$ cat src/i2r_pkg.sv
`default_nettype none
package i2r_pkg;

  localparam int unsigned NumW    = 12;
  localparam int unsigned CharW   = 7;
  localparam int unsigned IdxW    = 4;
  localparam logic [NumW-1:0] MAX_NUMBER = 12'd3999;

  localparam logic [CharW-1:0] CH_NONE = 7'h00;
  localparam logic [CharW-1:0] CH_I    = 7'h49;
  localparam logic [CharW-1:0] CH_V    = 7'h56;
  localparam logic [CharW-1:0] CH_X    = 7'h58;
  localparam logic [CharW-1:0] CH_L    = 7'h4C;
  localparam logic [CharW-1:0] CH_C    = 7'h43;
  localparam logic [CharW-1:0] CH_D    = 7'h44;
  localparam logic [CharW-1:0] CH_M    = 7'h4D;

  typedef logic [1:0] step_t;
  localparam step_t STEP_FETCH = 2'd0;
  localparam step_t STEP_SCAN  = 2'd1;
  localparam step_t STEP_PAIR  = 2'd2;

  typedef enum logic [1:0] {
    JC_ALWAYS,
    JC_ACCEPT,
    JC_PAIR
  } jcond_t;

  typedef struct packed {
    logic   take_in;
    logic   scan;
    logic   emit2;
    logic   end_ok;
    jcond_t cond;
    step_t  target;
  } cw_t;

  typedef struct packed {
    logic hold;
    logic taken;
    logic finish;
  } dp_stat_t;

  function automatic logic [NumW-1:0] sym_value(input logic [IdxW-1:0] idx);
    logic [NumW-1:0] v;
    unique case (idx)
      4'd0:    v = 12'd1000;
      4'd1:    v = 12'd900;
      4'd2:    v = 12'd500;
      4'd3:    v = 12'd400;
      4'd4:    v = 12'd100;
      4'd5:    v = 12'd90;
      4'd6:    v = 12'd50;
      4'd7:    v = 12'd40;
      4'd8:    v = 12'd10;
      4'd9:    v = 12'd9;
      4'd10:   v = 12'd5;
      4'd11:   v = 12'd4;
      default: v = 12'd1;
    endcase
    return v;
  endfunction

  function automatic logic [CharW-1:0] sym_first(input logic [IdxW-1:0] idx);
    logic [CharW-1:0] c;
    unique case (idx)
      4'd0:    c = CH_M;
      4'd1:    c = CH_C;
      4'd2:    c = CH_D;
      4'd3:    c = CH_C;
      4'd4:    c = CH_C;
      4'd5:    c = CH_X;
      4'd6:    c = CH_L;
      4'd7:    c = CH_X;
      4'd8:    c = CH_X;
      4'd9:    c = CH_I;
      4'd10:   c = CH_V;
      default: c = CH_I;
    endcase
    return c;
  endfunction

  function automatic logic [CharW-1:0] sym_second(input logic [IdxW-1:0] idx);
    logic [CharW-1:0] c;
    unique case (idx)
      4'd1:    c = CH_M;
      4'd3:    c = CH_D;
      4'd5:    c = CH_C;
      4'd7:    c = CH_L;
      4'd9:    c = CH_X;
      4'd11:   c = CH_V;
      default: c = CH_NONE;
    endcase
    return c;
  endfunction

endpackage
`default_nettype wire

$ cat src/i2r_ucode_rom.sv
`default_nettype none
module i2r_ucode_rom (
  input  i2r_pkg::step_t step,
  output i2r_pkg::cw_t   cw
);
  import i2r_pkg::*;

  always_comb begin
    unique case (step)
      STEP_FETCH: cw = '{take_in: 1'b1, scan: 1'b0, emit2: 1'b0, end_ok: 1'b0,
                         cond: JC_ACCEPT, target: STEP_SCAN};
      STEP_SCAN:  cw = '{take_in: 1'b0, scan: 1'b1, emit2: 1'b0, end_ok: 1'b1,
                         cond: JC_PAIR, target: STEP_PAIR};
      STEP_PAIR:  cw = '{take_in: 1'b0, scan: 1'b0, emit2: 1'b1, end_ok: 1'b1,
                         cond: JC_ALWAYS, target: STEP_SCAN};
      default:    cw = '{take_in: 1'b0, scan: 1'b0, emit2: 1'b0, end_ok: 1'b0,
                         cond: JC_ALWAYS, target: STEP_FETCH};
    endcase
  end

endmodule
`default_nettype wire

$ cat src/i2r_datapath.sv
`default_nettype none
module i2r_datapath (
  input  logic                          clk,
  input  logic                          rst_n,
  input  i2r_pkg::cw_t                  cw,
  input  logic                          in_valid,
  output logic                          in_ready,
  input  logic [i2r_pkg::NumW-1:0]      in_number,
  output logic                          out_valid,
  input  logic                          out_ready,
  output logic [i2r_pkg::CharW-1:0]     out_char_code,
  output logic                          out_last,
  output i2r_pkg::dp_stat_t             stat
);
  import i2r_pkg::*;

  logic [NumW-1:0]  rest_r, rest_nxt;
  logic [IdxW-1:0]  idx_r, idx_nxt;
  logic             out_valid_r, out_valid_nxt;
  logic [CharW-1:0] char_r, char_nxt;
  logic             last_r, last_nxt;

  logic [NumW-1:0]  sym_val;
  logic [NumW-1:0]  rest_sub;
  logic             fits, has2, num_ok, slot_free;
  logic             emit_first, emit_sec, emit, last_letter;

  assign in_ready      = cw.take_in;
  assign out_valid     = out_valid_r;
  assign out_char_code = char_r;
  assign out_last      = last_r;

  always_comb begin
    sym_val    = sym_value(idx_r);
    fits       = (sym_val <= rest_r);
    rest_sub   = rest_r - sym_val;
    has2       = (sym_second(idx_r) != CH_NONE);
    num_ok     = (in_number != '0) && (in_number <= MAX_NUMBER);
    slot_free  = !out_valid_r || out_ready;
    emit_first = cw.scan && fits;
    emit_sec   = cw.emit2;
    emit       = emit_first || emit_sec;

    if (emit_first) begin
      last_letter = (rest_sub == '0) && !has2;
    end else if (emit_sec) begin
      last_letter = (rest_r == '0);
    end else begin
      last_letter = 1'b0;
    end

    stat.hold   = emit && !slot_free;
    stat.finish = cw.end_ok && last_letter;
    unique case (cw.cond)
      JC_ALWAYS: stat.taken = 1'b1;
      JC_ACCEPT: stat.taken = in_valid && num_ok;
      JC_PAIR:   stat.taken = emit_first && has2;
      default:   stat.taken = 1'b0;
    endcase

    rest_nxt      = rest_r;
    idx_nxt       = idx_r;
    out_valid_nxt = out_valid_r;
    char_nxt      = char_r;
    last_nxt      = last_r;

    if (cw.take_in && in_valid) begin
      rest_nxt = in_number;
      idx_nxt  = '0;
    end else if (cw.scan && !stat.hold) begin
      if (fits) begin
        rest_nxt = rest_sub;
      end else begin
        idx_nxt = idx_r + 1'b1;
      end
    end

    if (slot_free) begin
      out_valid_nxt = emit;
      char_nxt      = emit_sec ? sym_second(idx_r) : sym_first(idx_r);
      last_nxt      = last_letter;
    end
  end

  always_ff @(posedge clk) begin
    if (!rst_n) begin
      out_valid_r <= 1'b0;
    end else begin
      out_valid_r <= out_valid_nxt;
    end
  end

  always_ff @(posedge clk) begin
    rest_r <= rest_nxt;
    idx_r  <= idx_nxt;
    char_r <= char_nxt;
    last_r <= last_nxt;
  end

endmodule
`default_nettype wire

$ cat src/int_to_roman_encoder_unit.sv
// The fetch step takes the input; the scan step then skips the symbols above the remaining
//   value and registers each letter into the output slot that drives out_valid.
// A new number is taken only after the last letter of a numeral is registered. Unless the
//   output stalls, scan emits one letter or skips one symbol per cycle and pair emits the
//   second letter of a pair. Zero and values above 3999 are consumed in fetch, no beat.
// Reset: rst_n synchronous, active low; clears the step counter and output valid.
`default_nettype none
module int_to_roman_encoder_unit (
  input  logic                      clk,
  input  logic                      rst_n,
  input  logic                      in_valid,
  output logic                      in_ready,
  input  logic [i2r_pkg::NumW-1:0]  in_number,
  output logic                      out_valid,
  input  logic                      out_ready,
  output logic [i2r_pkg::CharW-1:0] out_char_code,
  output logic                      out_last
);
  import i2r_pkg::*;

  step_t    step_r, step_nxt;
  cw_t      cw;
  dp_stat_t stat;

  i2r_ucode_rom u_rom (
    .step (step_r),
    .cw   (cw)
  );

  i2r_datapath u_dp (
    .clk           (clk),
    .rst_n         (rst_n),
    .cw            (cw),
    .in_valid      (in_valid),
    .in_ready      (in_ready),
    .in_number     (in_number),
    .out_valid     (out_valid),
    .out_ready     (out_ready),
    .out_char_code (out_char_code),
    .out_last      (out_last),
    .stat          (stat)
  );

  always_comb begin
    if (stat.hold) begin
      step_nxt = step_r;
    end else if (stat.finish) begin
      step_nxt = STEP_FETCH;
    end else if (stat.taken) begin
      step_nxt = cw.target;
    end else begin
      step_nxt = step_r;
    end
  end

  always_ff @(posedge clk) begin
    if (!rst_n) begin
      step_r <= STEP_FETCH;
    end else begin
      step_r <= step_nxt;
    end
  end

endmodule
`default_nettype wire

$ cat config.mk
export PLATFORM = sky130hd
export DESIGN_NAME = int_to_roman_encoder_unit
export DESIGN_NICKNAME = d
export VERILOG_FILES = /design/src/i2r_pkg.sv /design/src/i2r_ucode_rom.sv /design/src/i2r_datapath.sv /design/src/int_to_roman_encoder_unit.sv
export SDC_FILE = /design/constraint.sdc
export NUM_CORES = 1
export LEC_CHECK = 0
export BUFFER_PORTS_ARGS = -buffer_cell sky130_fd_sc_hd__buf_4
export CAP_MARGIN = 10
export CORE_UTILIZATION = 42
export CTS_CLUSTER_DIAMETER = 60
export DETAILED_ROUTE_END_ITERATION = 7
export GPL_ROUTABILITY_DRIVEN = 0
export GPL_TIMING_DRIVEN = 0
export HOLD_SLACK_MARGIN = 0.15
export SETUP_SLACK_MARGIN = 0.1
export SKIP_CTS_REPAIR_TIMING = 1
export SYNTH_ARGS = -nofsm -noshare
export SYNTH_HDL_FRONTEND = slang
export SYNTH_SLANG_ARGS = --single-unit
$ cat constraint.sdc
create_clock -name clk -period 3 [get_ports clk]
set_input_delay 0.6 -clock clk [delete_from_list [all_inputs] [get_ports clk]]
set_output_delay 0.6 -clock clk [all_outputs]
set_load 0.03 [all_outputs]
==> After elaboration in Yosys (flattened, before gate mapping) <==
Memory sizes are Yosys's and may differ from the RTL's. A register that Yosys moved wholly into a read port is not among the register bits.
Index checks and enable logic that the tools add are counted.
{ "totals": {"out_inout_bits": 10, "memories": 2, "in_bits": 16, "word_cells": 66, "ff_bits": 27, "rom_bits": 240} }
{ "op_classes": {"muxes": 15, "n_eq_ne": 10, "order_cmp": 2, "n_addsub": 2, "bitwise_logic": 2, "reduce_logical": 27} }
{ "memory_table": {"columns": ["name", "words", "word_bits", "read_ports", "rd_clocked_by_memory_dff", "write_ports", "line", "text"], "rows": [
  ["(name not given)", 16, 10, 1, 1, 0, "i2r_pkg.sv:46", "unique case (idx)"],
  ["(name not given)", 16, 5, 1, 1, 0, "i2r_pkg.sv:66", "unique case (idx)"]
]} }
{ "op_table": {"columns": ["cell", "count"], "rows": [
  ["$pmux W7 S6", 1],
  ["$mux W12", 3],
  ["$logic_not A12 Y1", 2],
  ["$pmux W8 S3", 1],
  ["$mux W4", 4],
  ["$le A12 B12 Y1", 1],
  ["$le A12 B12 Y1 const B", 1],
  ["$reduce_bool A12 Y1", 1],
  ["$sub A12 B12 Y12", 1],
  ["$logic_and A1 B1 Y1", 9],
  ["$eq A4 B3 Y1 const B", 2],
  ["$eq A4 B4 Y1 const B", 2],
  ["$mux W7", 1],
  ["$reduce_bool A7 Y1", 1],
  ["$reduce_and A2 Y1", 3],
  ["$reduce_bool A2 Y1", 3],
  ["$add A4 B1 Y4 const B", 1],
  ["$eq A2 B1 Y1 const B", 2],
  ["$eq A2 B2 Y1 const B", 2],
  ["$eq A4 B1 Y1 const B", 1],
  ["$eq A4 B2 Y1 const B", 1],
  ["$logic_not A1 Y1", 4],
  ["$logic_not A2 Y1", 2],
  ["$mux W2", 2],
  ["other kinds (4)", 7]
]} }

==> Longest topological paths before layout <==
{ "depth": {"ltp_word": 10, "ltp_mapped": 12, "ltp_nobuf": 12} }

==> Modules after synthesis <==
A second synthesis with hierarchy kept.
{ "unflattened": {"cells_unflattened": 285, "hier_area_um2": 2581.2} }
{ "modules_own_cells": {"columns": ["module", "cells_each", "area_per_inst_um2", "seq_area_each_um2", "n_inst"], "rows": [
  ["i2r_datapath", 264, 2392.3, 950.9, 1],
  ["i2r_ucode_rom", 11, 102.6, 0.0, 1],
  ["int_to_roman_encoder_unit", 10, 86.3, 40.0, 1]
]} }

==> Worst setup path after synthesis <==
Ideal clock, no wire load.
{ "synth_path": {"path_kind": "register to register", "startpoint": "reg u_dp.rest_r[0]", "endpoint": "reg u_dp.rest_r[0], enable pin", "path_buffers": 0, "path_stages_with_launch": 9, "setup_ps": 398, "setup_slack_ps": 153, "arrival_time_ps": 2449, "synth_period_minus_slack_ps": 2847, "required_time_ps": 2602, "path_cell_list": "edfxtp_1 > inv_1 > ha_1 > fa_1 > nor2b_4 > o31a_4 > o211a_4 > o31ai_1 > o21ai_0"} }
{ "synth_between": {"elab_chain_len": 8, "word_cells_on_any_way": 9, "cone_classes": "1 x order compare; 8 x reduce/logical"} }
{ "synth_rtl": {"columns": ["element", "line", "text"], "rows": [
  ["start: declaration", "i2r_datapath.sv:17", "logic [NumW-1:0] rest_r, rest_nxt;"],
  ["start signal: assignment", "i2r_datapath.sv:94", "rest_r <= rest_nxt;"],
  ["$le A12 B12 Y1 (*)", "i2r_datapath.sv:35", "fits = (sym_val <= rest_r);"],
  ["$logic_and A1 B1 Y1", "i2r_datapath.sv:40", "emit_first = cw.scan && fits;"],
  ["$logic_or A1 B1 Y1", "i2r_datapath.sv:42", "emit = emit_first || emit_sec;"],
  ["$logic_and A1 B1 Y1", "i2r_datapath.sv:52", "stat.hold = emit && !slot_free;"],
  ["$logic_not A1 Y1", "i2r_datapath.sv:70", "end else if (cw.scan && !stat.hold) begin"],
  ["$logic_and A1 B1 Y1", "i2r_datapath.sv:70", null],
  ["$reduce_bool A2 Y1 (no line)", null, null],
  ["$reduce_and A2 Y1 (no line) (*)", null, null]
]} }
Every way passes the cells marked *; elsewhere a longest branch is shown, timed or not.
A chain may end at the register's enable or synchronous reset.

==> key figures <==
Placed design
  • DP Wirelength: 5240 um
  • IO Port Bufs: 24
  • Placed inst area: between 3000 and 4000 um^2
  • Inst Count DP: a little over 400
  • Place WS: -292 ps

Floorplanning
  • Number of I/O pins: 26
  • Cell row count: 29
  • DIE AREA: just under 7000 um^2
  • Die W: about 83 um
  • Starting Density: 43.5%
  • DIE HEIGHT: 82.8 um
  • Core Region: roughly 6300 um^2

Yosys
  • EDFF count, synth: 19
  • Synth Area per Inst: roughly 9.0 um^2
  • Post-Syn Nets: 345
  • FFs w/ async S/R, synth: 0%
  • Post-Synthesis Cell Area: between 2000 and 3000 um^2
  • Synth unique cells: 62
  • Seq/Total Area, Yosys: about 36%
  • Cells after synthesis: between 300 and 400
  • #FFs+latches synth: 40
  • Synth area leader: edfxtp_1
  • Synth Warn #: 0
  • Yosys top cell area share: slightly above 20%
  • Top_reg_cell synth: dfxtp_1
  • Ranking of synthesized cells by area: edfxtp_1 21%, dfxtp_1 15%, ha_1 11%

Finish
  • Total Nets Final: 384
  • Final Non-Filler Cells: 420
  • Synthesis-to-finish area growth: 19.8%
  • Post-route cell area: roughly 3300 um^2
  • Layout cell share with drive strength beyond 1: 21.3%
  • ANT cells: 0

Worst setup path
  • WS Path Type: reg2reg
  • Worst EP required: about 3200 ps
  • Critical Path Fanout Max: 6
  • Worst reg2reg path depth: 12
  • Reg-to-reg startpoint: u_dp.rest_r[0]
  • CP arrival: 2990 ps
  • Startpoint Class: flop
  • Crit. End Element: flop
  • R2r setup slk: ~200 ps

Worst hold path
  • Hold WC Path Type: reg2reg
  • WHS Path Cells: 2
  • Hold Path End: step_r[1]
  • Min-delay src: step_r[1]

Job
  • Max-cap violations: 0

Clock tree
  • CTS buffer count: 5
  • CTS sink count: 40
  • Worst-skew pair later-pin latency: 290 ps
  • Root Buffer: clkbuf_8
  • Reg clk slew, reported paths: approximately 80 ps
  • Clock buffer depth: 2
  • Clock H-tree levels: 2
  • CTS tree: built

STA
  • Peak Freq: 358 MHz
  • Worst setup margin: between 200 and 250 ps
  • Tcrit/Tclk final: 93.2%
  • Setup TNS Final: 0 ps
  • Actual slew at the worst max-slew pin: around 740 ps
  • Max-slew headroom: 50.2%
  • RSZ-0062 raised after global routing: false
  • Slew Viols, Final: 0
  • Final hold vios: 0
  • Final setup vio count: 0
  • Min Tclk post-route: around 2800 ps
  • Fin Clk Skew: 6.84 ps

Global route
  • GR peak layer: met2
  • Vias in the first global route: ~2,200
  • Initial antenna violation count: 0
  • Largest net degree at the start of global routing: 13
  • Total Routing Usage GR: 19.5%
  • Routing usage on met1: 27.7%
  • Met3 usage: 4.47%
  • First-pass GRT wire length: 10,800 um
  • Total gr overflow: 0
  • Met2 usage in global routing: between 20% and 30%

Power and ir drop
  • Static leakage: 1.33 nW
  • Clock share of power: approximately a tenth
  • Flop pwr share: 29.2%
  • Internal power: 0.00180 W
  • Comb pwr share: approximately 60%
  • Psw: roughly 0.0015 W
  • Worst IR Drop VDD: 0.402 mV
  • Sw Share: 45.5%
  • PwrDens: 1000 nW/um^2

Routing
  • DR WL/cell: ~16 um
  • Detailed Route Iter0 Violations: between 100 and 150
  • Vias per cell: about 5.8
  • Drt pass-1 iters: 5
  • Antenna viol nets, final: 0
  • DR vias: between 2,000 and 2,500
  • Post-route DRC violation count: 0
  • Final WL: around 6900 um

Status
  • Status: finished clean
==> how the worst max path moves through the flow <==
stage / from / to / slack, ps / cells past startpoint
6_report: u_dp.rest_r[0] / flop / 200 / 12
5_1_grt: u_dp.rest_r[0] / flop / 70 / 12
4_1_cts: u_dp.rest_r[0] / u_dp.sym_val[1] / -310 / 12
3_5_place_dp: u_dp.rest_r[0] / u_dp.sym_val[1] / -290 / 12
3_3_place_gp: u_dp.rest_r[0] / u_dp.rest_r[1] / -440 / 8
2_1_floorplan: u_dp.rest_r[0] / u_dp.rest_r[0] / 150 / 8
==> layout by cell type (no fill, tap or decap), drive strengths merged, types with 7 or more instances in the layout <==
| master | instances |
|---|---|
| buf | 35 |
| nand2 | 28 |
| nor2 | 26 |
| inv | 25 |
| o21ai | 25 |
| ha | 24 |
| dfxtp | 21 |
| edfxtp | 19 |
| a21oi | 16 |
| nand3 | 14 |
| clkbuf | 12 |
| xnor2 | 8 |
| nand4 | 7 |
==> per-stage QoR <==
step | hold WS (ps) | power [W] | util [%]
3_5_place_dp | 536 | 0.00271 | 48.0
6_report | 544 | 0.00330 | 52.1
3_3_place_gp | 523 | 0.00268 | 47.8
2_1_floorplan | 495 | 0.00225 | -
4_1_cts | 546 | 0.00306 | 49.2
5_1_grt | 583 | 0.00353 | 52.1
==> critical path: stages, from the launching register on <==
cell and delay [ps]:
edfxtp_1 410, inv_2 80, ha_4 140, fa_2 230, nor2b_4 50, o31a_4 310, o211ai_4 220, and4_4 310
mux2i_4 380, buf_6 170, ha_1 130, a22oi_1 60, o22a_1 200
==> routing by layer <==
metal / vias up / wire length [um]
met2: 76 / 3090
li1: 1186 / -
met4: 0 / 106
met1: 1144 / 3250
met3: 17 / 437
met5: - / 0
==> power groups by stage <==
stage | clock network, W | registers, W | logic, W
after detailed placement | 0 | 0.000970 | 0.00174
after floorplan | 0 | 0.000988 | 0.00126
after CTS | 0.000347 | 0.000958 | 0.00176
final | 0.000344 | 0.000965 | 0.00199
after global placement | 0 | 0.000969 | 0.00172
after global routing | 0.000371 | 0.000985 | 0.00218
==> area by class of cell <==
class	count	area (um^2)
multi-input cells	229	1730
plain buffers	9	38.8
clock inverters	2	12.5
repair buffers	33	251
fillers	596	3030
well taps	77	96.3
clock buffers	5	68.8
flip-flops and latches	40	991
inverters	25	93.8
==> synth_stat cells, drive strengths merged (5+ instances only) <==
cell type  count
ha            24
a22oi          5
nand2         28
inv           25
a21oi         16
edfxtp        19
clkbuf         8
nor2b          5
o21ai         25
nand3         14
dfxtp         21
nand4          7
nor2          26
xnor2          8
nor3           5
==> cells by family (layout without fill, tap and decap cells) <==
logic type               count (synthesis)  count (layout)  synth area share, %
XOR/XNOR                                10              10                 3.19
buffers and inverters                   35              74                 4.97
AO/OA/AOI/OAI                           85              85                 22.4
multiplexers                             2               2                0.912
adder cells (fa/ha/maj)                 25              25                 11.7
AND/OR/NAND/NOR                        106             106                 20.6
other                                    1               1                0.137
flip-flops                              40              40                 36.1
Power figures use the tool's default switching activity.
